## src/rtl/ctok_pkg.sv

```systemverilog
package ctok_pkg;

   // One above the largest identifier length allowed before a split
   localparam int MAX_WORD_LEN = 128;

   localparam logic [7:0] CH_QUOTE   = 8'h22;
   localparam logic [7:0] CH_SLASH   = 8'h2F;
   localparam logic [7:0] CH_STAR    = 8'h2A;
   localparam logic [7:0] CH_HASH    = 8'h23;
   localparam logic [7:0] CH_NEWLINE = 8'h0A;
   localparam logic [7:0] CH_UNDER   = 8'h5F;

   localparam logic [6:0] LIMIT_RESET = 7'd99;

   typedef enum logic [2:0] {
      MODE_NORMAL  = 3'd0,
      MODE_WORD    = 3'd1,
      MODE_SLASH   = 3'd2,
      MODE_STRING  = 3'd3,
      MODE_LINE    = 3'd4,
      MODE_BLOCK   = 3'd5,
      MODE_STAR    = 3'd6,
      MODE_PREPROC = 3'd7
   } mode_type;

   typedef struct packed {
      logic [7:0] out_char;
      logic       token_kind;
      logic       token_first;
      logic       token_last;
      logic       run_last;
   } result_type;

   function automatic logic is_space(input logic [7:0] b);
      return (b == 8'h20) || (b >= 8'h09 && b <= 8'h0D);
   endfunction

   function automatic logic is_alpha(input logic [7:0] b);
      return (b >= 8'h61 && b <= 8'h7A) || (b >= 8'h41 && b <= 8'h5A) || (b == CH_UNDER);
   endfunction

   function automatic logic is_alnum(input logic [7:0] b);
      return is_alpha(b) || (b >= 8'h30 && b <= 8'h39);
   endfunction

endpackage

```

## src/rtl/ctok_if.sv

```systemverilog
interface ctok_req_if;
   logic       valid;
   logic       ready;
   logic [7:0] text_byte;
   logic       end_of_text;

   modport source (output valid, output text_byte, output end_of_text, input ready);
   modport sink (input valid, input text_byte, input end_of_text, output ready);
endinterface

interface ctok_rsp_if;
   logic       valid;
   logic       ready;
   logic [7:0] out_char;
   logic       token_kind;
   logic       token_first;
   logic       token_last;
   logic       run_last;

   modport source (output valid, output out_char, output token_kind, output token_first,
                   output token_last, output run_last, input ready);
   modport sink (input valid, input out_char, input token_kind, input token_first,
                 input token_last, input run_last, output ready);
endinterface

```

## src/rtl/c_identifier_tokenizer_top.sv

```systemverilog
// Channel | Dir | Payload                                                      | Transaction
// req_ch  | in  | text_byte[7:0], end_of_text                                  | valid & ready
// rsp_ch  | out | out_char[7:0], token_kind, token_first, token_last, run_last | valid & ready
// csr     | in  | csr_wr_data[6:0] (max_word_length)                           | csr_wr_en
//
// One byte per cycle while req_ch.ready is high: the scanner state updates in the cycle
// a byte is taken and its zero, one or two results land in a four-entry result queue.
// A result is registered in the queue when its byte is taken; the queue drains one
// result per cycle while rsp_ch.ready is high; a byte with two results needs two pops.
// req_ch.ready is high while the queue holds two entries or fewer, so a stalled
// output side blocks input once three results are waiting. Synchronous reset clears
// the scanner and the queue and sets the length limit to 99.
module c_identifier_tokenizer_top (
   input  logic             clock,
   input  logic             reset,
   ctok_req_if.sink         req_ch,
   ctok_rsp_if.source       rsp_ch,
   input  logic             csr_wr_en,
   input  logic [6:0]       csr_wr_data
);

   localparam int LimCap = ctok_pkg::MAX_WORD_LEN - 1;

   ctok_pkg::mode_type   mode_ff, mode_in;
   logic [7:0]           held_ff, held_in;
   logic                 first_ff, first_in;
   logic [6:0]           len_ff, len_in;
   logic [6:0]           limit_ff;
   logic [6:0]           lim;

   ctok_pkg::result_type queue_ff [4];
   logic [1:0]           wr_ptr_ff, rd_ptr_ff;
   logic [2:0]           count_ff;

   logic                 accept, pop;
   logic [7:0]           b;
   ctok_pkg::result_type res0, res1, tok, held_res, slash_res;
   logic [1:0]           res_cnt;

   // Normal-mode decode of the incoming byte
   ctok_pkg::mode_type   nb_mode;
   logic                 nb_emit, nb_load;

   assign b      = req_ch.text_byte;
   assign accept = req_ch.valid & req_ch.ready;
   assign pop    = rsp_ch.valid & rsp_ch.ready;

   assign req_ch.ready = (count_ff <= 3'd2);

   // Clamp the length limit to the legal range
   always_comb begin
      lim = limit_ff;
      if (limit_ff == 7'd0) begin
         lim = 7'd1;
      end else if (int'(limit_ff) > LimCap) begin
         lim = 7'(LimCap);
      end
   end

   always_comb begin
      nb_mode = ctok_pkg::MODE_NORMAL;
      nb_emit = 1'b0;
      nb_load = 1'b0;
      if (ctok_pkg::is_space(b)) begin
         nb_mode = ctok_pkg::MODE_NORMAL;
      end else if (b == ctok_pkg::CH_QUOTE) begin
         nb_mode = ctok_pkg::MODE_STRING;
      end else if (b == ctok_pkg::CH_SLASH) begin
         nb_mode = ctok_pkg::MODE_SLASH;
      end else if (b == ctok_pkg::CH_HASH) begin
         nb_mode = ctok_pkg::MODE_PREPROC;
      end else if (ctok_pkg::is_alpha(b)) begin
         nb_mode = ctok_pkg::MODE_WORD;
         nb_load = 1'b1;
      end else begin
         nb_emit = 1'b1;
      end
   end

   // Scanner next state and results of one byte
   always_comb begin
      tok       = '{out_char: b, token_kind: 1'b1, token_first: 1'b1,
                    token_last: 1'b1, run_last: 1'b0};
      slash_res = '{out_char: ctok_pkg::CH_SLASH, token_kind: 1'b1, token_first: 1'b1,
                    token_last: 1'b1, run_last: 1'b0};
      held_res  = '{out_char: held_ff, token_kind: 1'b0, token_first: first_ff,
                    token_last: 1'b1, run_last: 1'b0};
      mode_in  = mode_ff;
      held_in  = held_ff;
      first_in = first_ff;
      len_in   = len_ff;
      res0     = '0;
      res1     = '0;
      res_cnt  = 2'd0;

      if (req_ch.end_of_text) begin
         if (mode_ff == ctok_pkg::MODE_WORD) begin
            res0    = held_res;
            res_cnt = 2'd1;
         end else if (mode_ff == ctok_pkg::MODE_SLASH) begin
            res0    = slash_res;
            res_cnt = 2'd1;
         end
         mode_in  = ctok_pkg::MODE_NORMAL;
         held_in  = 8'd0;
         first_in = 1'b0;
         len_in   = 7'd0;
      end else begin
         unique case (mode_ff)
            ctok_pkg::MODE_NORMAL: begin
               mode_in = nb_mode;
               if (nb_load) begin
                  held_in  = b;
                  first_in = 1'b1;
                  len_in   = 7'd1;
               end
               if (nb_emit) begin
                  res0    = tok;
                  res_cnt = 2'd1;
               end
            end
            ctok_pkg::MODE_WORD: begin
               if (ctok_pkg::is_alnum(b) && (len_ff < lim)) begin
                  res0            = held_res;
                  res0.token_last = 1'b0;
                  res_cnt         = 2'd1;
                  held_in         = b;
                  first_in        = 1'b0;
                  len_in          = len_ff + 7'd1;
               end else begin
                  // Close the word, then treat the byte as in normal mode
                  res0     = held_res;
                  res_cnt  = 2'd1;
                  held_in  = 8'd0;
                  first_in = 1'b0;
                  len_in   = 7'd0;
                  mode_in  = nb_mode;
                  if (nb_load) begin
                     held_in  = b;
                     first_in = 1'b1;
                     len_in   = 7'd1;
                  end
                  if (nb_emit) begin
                     res1    = tok;
                     res_cnt = 2'd2;
                  end
               end
            end
            ctok_pkg::MODE_SLASH: begin
               if (b == ctok_pkg::CH_SLASH) begin
                  mode_in = ctok_pkg::MODE_LINE;
               end else if (b == ctok_pkg::CH_STAR) begin
                  mode_in = ctok_pkg::MODE_BLOCK;
               end else begin
                  // Lone slash: emit it, then treat the byte as in normal mode
                  res0    = slash_res;
                  res_cnt = 2'd1;
                  mode_in = nb_mode;
                  if (nb_load) begin
                     held_in  = b;
                     first_in = 1'b1;
                     len_in   = 7'd1;
                  end
                  if (nb_emit) begin
                     res1    = tok;
                     res_cnt = 2'd2;
                  end
               end
            end
            ctok_pkg::MODE_STRING: begin
               if (b == ctok_pkg::CH_QUOTE) begin
                  mode_in = ctok_pkg::MODE_NORMAL;
               end
            end
            ctok_pkg::MODE_LINE, ctok_pkg::MODE_PREPROC: begin
               if (b == ctok_pkg::CH_NEWLINE) begin
                  mode_in = ctok_pkg::MODE_NORMAL;
               end
            end
            ctok_pkg::MODE_BLOCK: begin
               if (b == ctok_pkg::CH_STAR) begin
                  mode_in = ctok_pkg::MODE_STAR;
               end
            end
            ctok_pkg::MODE_STAR: begin
               if (b == ctok_pkg::CH_SLASH) begin
                  mode_in = ctok_pkg::MODE_NORMAL;
               end else if (b != ctok_pkg::CH_STAR) begin
                  mode_in = ctok_pkg::MODE_BLOCK;
               end
            end
            default: begin
               mode_in = ctok_pkg::MODE_NORMAL;
            end
         endcase
      end

      // Mark the final result of this byte
      if (res_cnt == 2'd2) begin
         res1.run_last = 1'b1;
      end else begin
         res0.run_last = 1'b1;
      end
   end

   // Hold scanner state and the length limit
   always_ff @(posedge clock) begin
      if (reset) begin
         mode_ff  <= ctok_pkg::MODE_NORMAL;
         held_ff  <= 8'd0;
         first_ff <= 1'b0;
         len_ff   <= 7'd0;
         limit_ff <= ctok_pkg::LIMIT_RESET;
      end else begin
         if (accept) begin
            mode_ff  <= mode_in;
            held_ff  <= held_in;
            first_ff <= first_in;
            len_ff   <= len_in;
         end
         if (csr_wr_en) begin
            limit_ff <= csr_wr_data;
         end
      end
   end

   // Push results into the queue
   always_ff @(posedge clock) begin
      if (accept && (res_cnt != 2'd0)) begin
         queue_ff[wr_ptr_ff] <= res0;
      end
      if (accept && (res_cnt == 2'd2)) begin
         queue_ff[wr_ptr_ff + 2'd1] <= res1;
      end
   end

   // Advance queue pointers and occupancy
   always_ff @(posedge clock) begin
      if (reset) begin
         wr_ptr_ff <= 2'd0;
         rd_ptr_ff <= 2'd0;
         count_ff  <= 3'd0;
      end else begin
         if (accept) begin
            wr_ptr_ff <= wr_ptr_ff + res_cnt;
         end
         if (pop) begin
            rd_ptr_ff <= rd_ptr_ff + 2'd1;
         end
         count_ff <= count_ff + (accept ? {1'b0, res_cnt} : 3'd0) - (pop ? 3'd1 : 3'd0);
      end
   end

   assign rsp_ch.valid       = (count_ff != 3'd0);
   assign rsp_ch.out_char    = queue_ff[rd_ptr_ff].out_char;
   assign rsp_ch.token_kind  = queue_ff[rd_ptr_ff].token_kind;
   assign rsp_ch.token_first = queue_ff[rd_ptr_ff].token_first;
   assign rsp_ch.token_last  = queue_ff[rd_ptr_ff].token_last;
   assign rsp_ch.run_last    = queue_ff[rd_ptr_ff].run_last;

endmodule

```

## src/flat_wrapper.sv

```systemverilog
// flat-port wrapper written by rule: the top's interface ports become plain ports
module c_identifier_tokenizer_top_flat 
  (clock, reset, csr_wr_en, csr_wr_data, req_ch_valid, req_ch_text_byte, req_ch_end_of_text, req_ch_ready, rsp_ch_valid, rsp_ch_out_char, rsp_ch_token_kind, rsp_ch_token_first, rsp_ch_token_last, rsp_ch_run_last, rsp_ch_ready);
  ctok_req_if req_ch_i ();
  ctok_rsp_if rsp_ch_i ();
  input  logic clock;
  input  logic reset;
  input  logic csr_wr_en;
  input  logic [6:0] csr_wr_data;
  input wire logic [$bits(req_ch_i.valid)-1:0] req_ch_valid;
  input wire logic [$bits(req_ch_i.text_byte)-1:0] req_ch_text_byte;
  input wire logic [$bits(req_ch_i.end_of_text)-1:0] req_ch_end_of_text;
  output wire logic [$bits(req_ch_i.ready)-1:0] req_ch_ready;
  output wire logic [$bits(rsp_ch_i.valid)-1:0] rsp_ch_valid;
  output wire logic [$bits(rsp_ch_i.out_char)-1:0] rsp_ch_out_char;
  output wire logic [$bits(rsp_ch_i.token_kind)-1:0] rsp_ch_token_kind;
  output wire logic [$bits(rsp_ch_i.token_first)-1:0] rsp_ch_token_first;
  output wire logic [$bits(rsp_ch_i.token_last)-1:0] rsp_ch_token_last;
  output wire logic [$bits(rsp_ch_i.run_last)-1:0] rsp_ch_run_last;
  input wire logic [$bits(rsp_ch_i.ready)-1:0] rsp_ch_ready;
  assign req_ch_i.valid = req_ch_valid;
  assign req_ch_i.text_byte = req_ch_text_byte;
  assign req_ch_i.end_of_text = req_ch_end_of_text;
  assign req_ch_ready = req_ch_i.ready;
  assign rsp_ch_valid = rsp_ch_i.valid;
  assign rsp_ch_out_char = rsp_ch_i.out_char;
  assign rsp_ch_token_kind = rsp_ch_i.token_kind;
  assign rsp_ch_token_first = rsp_ch_i.token_first;
  assign rsp_ch_token_last = rsp_ch_i.token_last;
  assign rsp_ch_run_last = rsp_ch_i.run_last;
  assign rsp_ch_i.ready = rsp_ch_ready;
  c_identifier_tokenizer_top u_core (.clock(clock), .reset(reset), .req_ch(req_ch_i), .rsp_ch(rsp_ch_i), .csr_wr_en(csr_wr_en), .csr_wr_data(csr_wr_data));
endmodule
```

## config.mk

```make
export PLATFORM = sky130hd
export DESIGN_NAME = c_identifier_tokenizer_top_flat
export DESIGN_NICKNAME = d
export VERILOG_FILES = /design/src/rtl/ctok_pkg.sv /design/src/rtl/ctok_if.sv /design/src/rtl/c_identifier_tokenizer_top.sv /design/src/flat_wrapper.sv
export SDC_FILE = /design/constraint.sdc
export NUM_CORES = 1
export LEC_CHECK = 0
export ABC_AREA = 1
export BUFFER_PORTS_ARGS = -buffer_cell sky130_fd_sc_hd__buf_4
export CAP_MARGIN = 15
export CORE_ASPECT_RATIO = 0.9
export CORE_UTILIZATION = 55
export DETAILED_ROUTE_END_ITERATION = 16
export GPL_TIMING_DRIVEN = 0
export PLACE_DENSITY = 0.74
export SYNTH_ARGS = -nofsm -noshare
export SYNTH_HDL_FRONTEND = slang
export SYNTH_SLANG_ARGS = --single-unit
```

## constraint.sdc

```tcl
create_clock -name clock -period 5 [get_ports clock]
set_clock_uncertainty 0.2 [all_clocks]
set_input_delay 0.5 -clock clock [delete_from_list [all_inputs] [get_ports clock]]
set_output_delay 0.5 -clock clock [all_outputs]
set_load 0.1 [all_outputs]
```

Word level (Yosys, flattened, before mapping):

Memories as Yosys holds them, arrays and structs flattened. A register that Yosys moved wholly into a read port is not among the register bits.
Index checks and enable logic that the tools add are counted.

* register bits after elaboration: 33
* memory bits (writable): 48
* input bits: 21
* logic and storage cells: 148
* memories kept: 1

Memory list
* u_core.queue_ff: words 4, bits a word 12, read ports 1, clocked after Yosys merged registers in 1, wr ports 2, RTL line c_identifier_tokenizer_top.sv:31 `ctok_pkg::result_type queue_ff [4];`

* $add $sub $neg: 6
* order comparisons: 10
* equal/unequal tests: 23
* muxes and demuxes: 79
* bitwise gates (word level): 2
* reductions and logical operators: 19

Operators with widths (number)
* two-way mux 12 bit: 8
* two-way mux 8 bit: 6
* two-way mux 7 bit: 6
* equality test 8 x 6 -> 1 bit (second input constant): 5
* two-way mux 3 bit: 13
* case mux 12 bit (3 select lines): 1
* two-way mux 1 bit: 27
* case mux 12 bit (2 select lines): 1
* case mux 8 bit (3 select lines): 1
* case mux 3 bit (7 select lines): 1
* case mux 7 bit (3 select lines): 1
* two-way mux 10 bit: 2
* two-way mux 2 bit: 10
* greater-or-equal comparator 8 x 7 -> 1 bit (second input constant): 2
* <= comparator 8 x 7 -> 1 bit (second input constant): 2
* equality test 3 bit (second input constant): 4
* != test 3 x 2 -> 1 bit (second input constant): 3
* != test 3 bit (second input constant): 3
* equality test 8 x 4 -> 1 bit (second input constant): 1
* equality test 8 x 7 -> 1 bit (second input constant): 1
* greater-or-equal comparator 8 x 4 -> 1 bit (second input constant): 1
* greater-or-equal comparator 8 x 6 -> 1 bit (second input constant): 1
* <= comparator 8 x 4 -> 1 bit (second input constant): 1
* <= comparator 8 x 6 -> 1 bit (second input constant): 1
* 25 further kinds: 37

Longest topological paths before layout:

* depth in word-level cells: 18
* depth in mapped cells: 21
* depth with buffers taken out: 20

Least setup slack after synthesis:

OpenSTA, ideal clock, no wires.

* path kind: reg-to-reg
* from: reg u_core.count_ff[2]
* to: reg u_core.count_ff[2]
* setup time: 0.120 ns
* arrival time: 3.557 ns
* data required time: 4.680 ns
* setup slack: 1.123 ns
* stages on the path, launching flop included: 11
* path buffers: 1
* period minus slack after synthesis: 3.877 ns
* path through: dfxtp_1 > a21oi_1 > nand2_1 > nor2_4 > buf_6 > inv_1 > ha_1 > inv_1 > fa_1 > o21ai_0 > a21oi_1

* longest elaborated chain between the ends: 5
* elaborated cells between the ends (all ways): 8

Ends and longest elaborated chain
* start: declaration: RTL line c_identifier_tokenizer_top.sv:33 `logic [2:0] count_ff;`
* start signal: assignment: RTL line c_identifier_tokenizer_top.sv:250 `count_ff <= count_ff + (accept ? {1'b0, res_cnt} : 3'd0) - (pop ? 3'd1 : 3'd0);`
* <= comparator 3 x 2 -> 1 bit: RTL line c_identifier_tokenizer_top.sv:48 `assign req_ch.ready = (count_ff <= 3'd2);`
* net req_ch_ready: RTL line flat_wrapper.sv:13 `output wire logic [$bits(req_ch_i.ready)-1:0] req_ch_ready;`
* bitwise AND 1 bit: RTL line c_identifier_tokenizer_top.sv:45 `assign accept = req_ch.valid & req_ch.ready;`
* two-way mux 2 bit: RTL line c_identifier_tokenizer_top.sv:250
* adder 3 bit: RTL line c_identifier_tokenizer_top.sv:250
* subtractor 3 bit: RTL line c_identifier_tokenizer_top.sv:250

The timed path passes the listed nets, and every way through them passes these cells.
A chain may end at the register's enable or synchronous reset.

==> impl_metrics.tcl <==
set metrics [dict create \
    status "finished clean" \
    ys_types 35 \
    cts_buffer_depth 2 \
    mostFrequentLayoutCell "nand2_1" \
    cp.buffers_inverters 2 \
    final.period_utilization 0.659 \
    dr.pass1.iters 6 \
    peakVddDrop_uv 160 \
    hp-class "in -> reg" \
    wirelength_um 11700 \
    final_cell_mix "nand2_1, nor2_1, inv_1, o21ai_0, edfxtp_1" \
    synth_top_family_by_area "simple AND/OR/NAND/NOR gates" \
    rsz0062_at_grt "no" \
    setup-tns-final_ns 0 \
    required_ns 4.77 \
    synth-async-reset-ratio 0 \
    drv_slew 0 \
    total_power_w 0.00212 \
    synth_compound_area_frac 0.151 \
    syn2layout_area_growth_pct 11.3 \
    final_layout_size_suffix_gt1_frac 0.133 \
    worstMarginPinSlew_ns 0.769 \
    crit_path_end_kind "register" \
    gp_congestion 0.944 \
    final_area_um2 5230 \
    drc 0 \
    synth-xor-area-share 0.0112 \
    initial_core_util 0.574 \
    pwr-share-clk 0.211 \
    postSynthAreaPerCell_um2 7.78 \
    ant_nets 0 \
    ys_ff_latch 83 \
    switching_power_w 0.000969 \
    wire_per_inst_um 15.4 \
    hpwlAfterDp_um 8390 \
    max_freq_mhz 303 \
    final_nets 676 \
    powerDensity_nw_per_um2 406 \
    slowest_stage "nand2_1" \
    fill_cells 702 \
    synth_fp_nets 637 \
    via_per_inst 5.48 \
    grt_pass1_wl_um 18900 \
    synth-main-ff-cell "edfxtp_1" \
    diodes 0 \
    synth_edf_count 48 \
    placed_area_um2 5050 \
    synth-simple-area-share 0.264 \
    grt_overflow_total 0 \
    track_usage 0.272 \
    crit_type "reg -> reg" \
    cts_tree "built" \
    crit_fanout 12 \
    antenna_found_initial 0 \
    dieArea_um2 8920 \
    insertion_delay_ns 0.37 \
    num_vias 4180 \
    numClockSinks 83 \
    grt_max_degree 16 \
    finalSetupViolations 0 \
    io_buffers 28 \
    rows 31 \
    start_kind "register" \
    die_w_um 99.5 \
    fin_crit_ns 3.30 \
    relSlewSlack 0.486 \
    hold_viol 0 \
    cts.clk_slew.worst_paths_ns 0.09 \
    root_buffer "clkbuf_8" \
    syn_area_um2 4700 \
    syn-instance-count 604 \
    grt_pass1_vias 3970 \
    path_cells "inv_1 -> ha_1 -> a21oi_1 -> nor2_1 -> a211oi_1 -> nand3_1 -> nand3_1 -> nand2_2 -> nand2_4 -> nor2_4 -> nand2_1 -> buf_2 -> nand2_1" \
    core-area_um2 8180 \
    h-tree-depth 3 \
    postCtsResizedCells 0 \
    slowest_delay_ns 0.44 \
    cts_made_buffers 9 \
    timing.max_cap.violations 0 \
    hold_ws_ns 0.146 \
    cts_setup_buffers 0 \
    p_comb_frac 0.407 \
    p_sw_frac 0.456 \
    yosys_warnings 0 \
    synthAdderAreaFrac 0.0335 \
    io_pins 35 \
    critical-path-top-delay-family "simple AND/OR/NAND/NOR gates" \
    power.leakage_nw 2.29 \
    drt_iter0_markers 321 \
    seqPwrFrac 0.382 \
    hold_buffers 0 \
    synth_mux_area_frac 0 \
    dieHeight_um 89.7 \
    intPower_w 0.00115 \
    synth_seq_area_share 0.456 \
    arrival_ns 3.07 \
]
cell usage after synthesis, types with 2 or more instances:
cell type	n	area, um2
nand2_1	153	574
nor2_1	68	255
inv_1	57	214
o21ai_0	57	285
edfxtp_1	48	1440
a21oi_1	36	180
dfxtp_1	35	701
nand3_1	31	155
o22ai_1	14	87.6
ha_1	11	138
clkbuf_1	10	37.5
inv_2	9	33.8
nor3_1	7	35.0
o31ai_1	7	52.6
nand4_1	6	37.5
xor2_1	6	52.6
buf_4	5	37.5
buf_6	5	56.3
nand2_2	5	31.3
nor2_4	5	56.3
nand2_4	4	45.0
o21ai_1	4	20.0
o221ai_1	4	35.0
buf_2	3	15.0
nor2_2	3	18.8
o21ai_2	2	17.5
final timing paths:
| check | startpoint | to | slack (ns) | cells past startpoint |
|---|---|---|---|---|
| setup / recovery | u_core.limit_ff[4]$_SDFFE_PP0P_ | u_core.queue_ff[0][9]$_DFFE_PP_ | 1.70 | 13 |
| hold / removal | csr_wr_data[6] | u_core.limit_ff[6]$_SDFFE_PP1P_ | 0.15 | 3 |
| setup reg to reg | u_core.limit_ff[4]$_SDFFE_PP0P_ | u_core.queue_ff[0][9]$_DFFE_PP_ | 1.70 | 13 |
| hold reg to reg | u_core.held_ff[7]$_SDFFE_PP0P_ | u_core.held_ff[7]$_SDFFE_PP0P_ | 0.26 | 2 |
logic make-up (layout without fill, tap and decap cells):
kind of cell	count (synthesis)	in the layout
buf+inv	90	134
xor+xnor	6	6
flops	83	83
fa+ha+maj	12	12
compound gates	128	128
simple gates	285	285
stage by stage:
step	cells	utilization	worst slack, ns
floorplan	604	-	1.12
global placement	747	0.618	1.50
detailed placement	747	0.618	1.48
CTS	763	0.639	1.73
global route	763	0.639	1.50
finish	763	0.639	1.70
layer usage:
metal  part of all wire  GRT usage  wire length [um]
met1               0.43      0.356              5060
met2               0.47      0.448              5550
met3              0.075     0.0412               874
met4              0.020      0.116               240
met5                  0          0                 0
state kept, by name, indices dropped and copies added (netlist names), named ones only:
name	cells
u_core.queue_ff	48
u_core.held_ff	8
u_core.len_ff	7
u_core.limit_ff	7
u_core.count_ff	3
u_core.mode_ff	3
u_core.rd_ptr_ff	2
u_core.wr_ptr_ff	2
u_core.first_ff	1
power groups by stage:
stage / Combinational (W) / Sequential (W) / Clock, W
after floorplan: 0.000678 / 0.000817 / 0
after global placement: 0.000845 / 0.000825 / 0
after detailed placement: 0.000862 / 0.000826 / 0
after CTS: 0.000863 / 0.000811 / 0.000447
after global routing: 0.000925 / 0.000817 / 0.000472
final: 0.000865 / 0.000811 / 0.000447
final cells by class:
type                            count  area, um2  share of cell area
Clock buffer                        9        124              0.0237
Tap cell                          115        144              0.0275
Sequential cell                    83       2140               0.410
Timing Repair Buffer               28        210              0.0402
Inverter                           66        248              0.0474
Buffer                             24        150              0.0287
Multi-Input combinational cell    431       2160               0.413
Clock inverter                      7       51.3             0.00981
worst register-to-register path: stages (launching register included):
cell      delay (ns)
dfxtp_1         0.34
inv_1           0.06
ha_1            0.29
a21oi_1         0.18
nor2_1          0.06
a211oi_1        0.23
nand3_1         0.21
nand3_1         0.13
nand2_2         0.09
nand2_4         0.10
nor2_4          0.04
nand2_1         0.20
buf_2           0.32
nand2_1         0.44
Power figures use the tool's default switching activity.
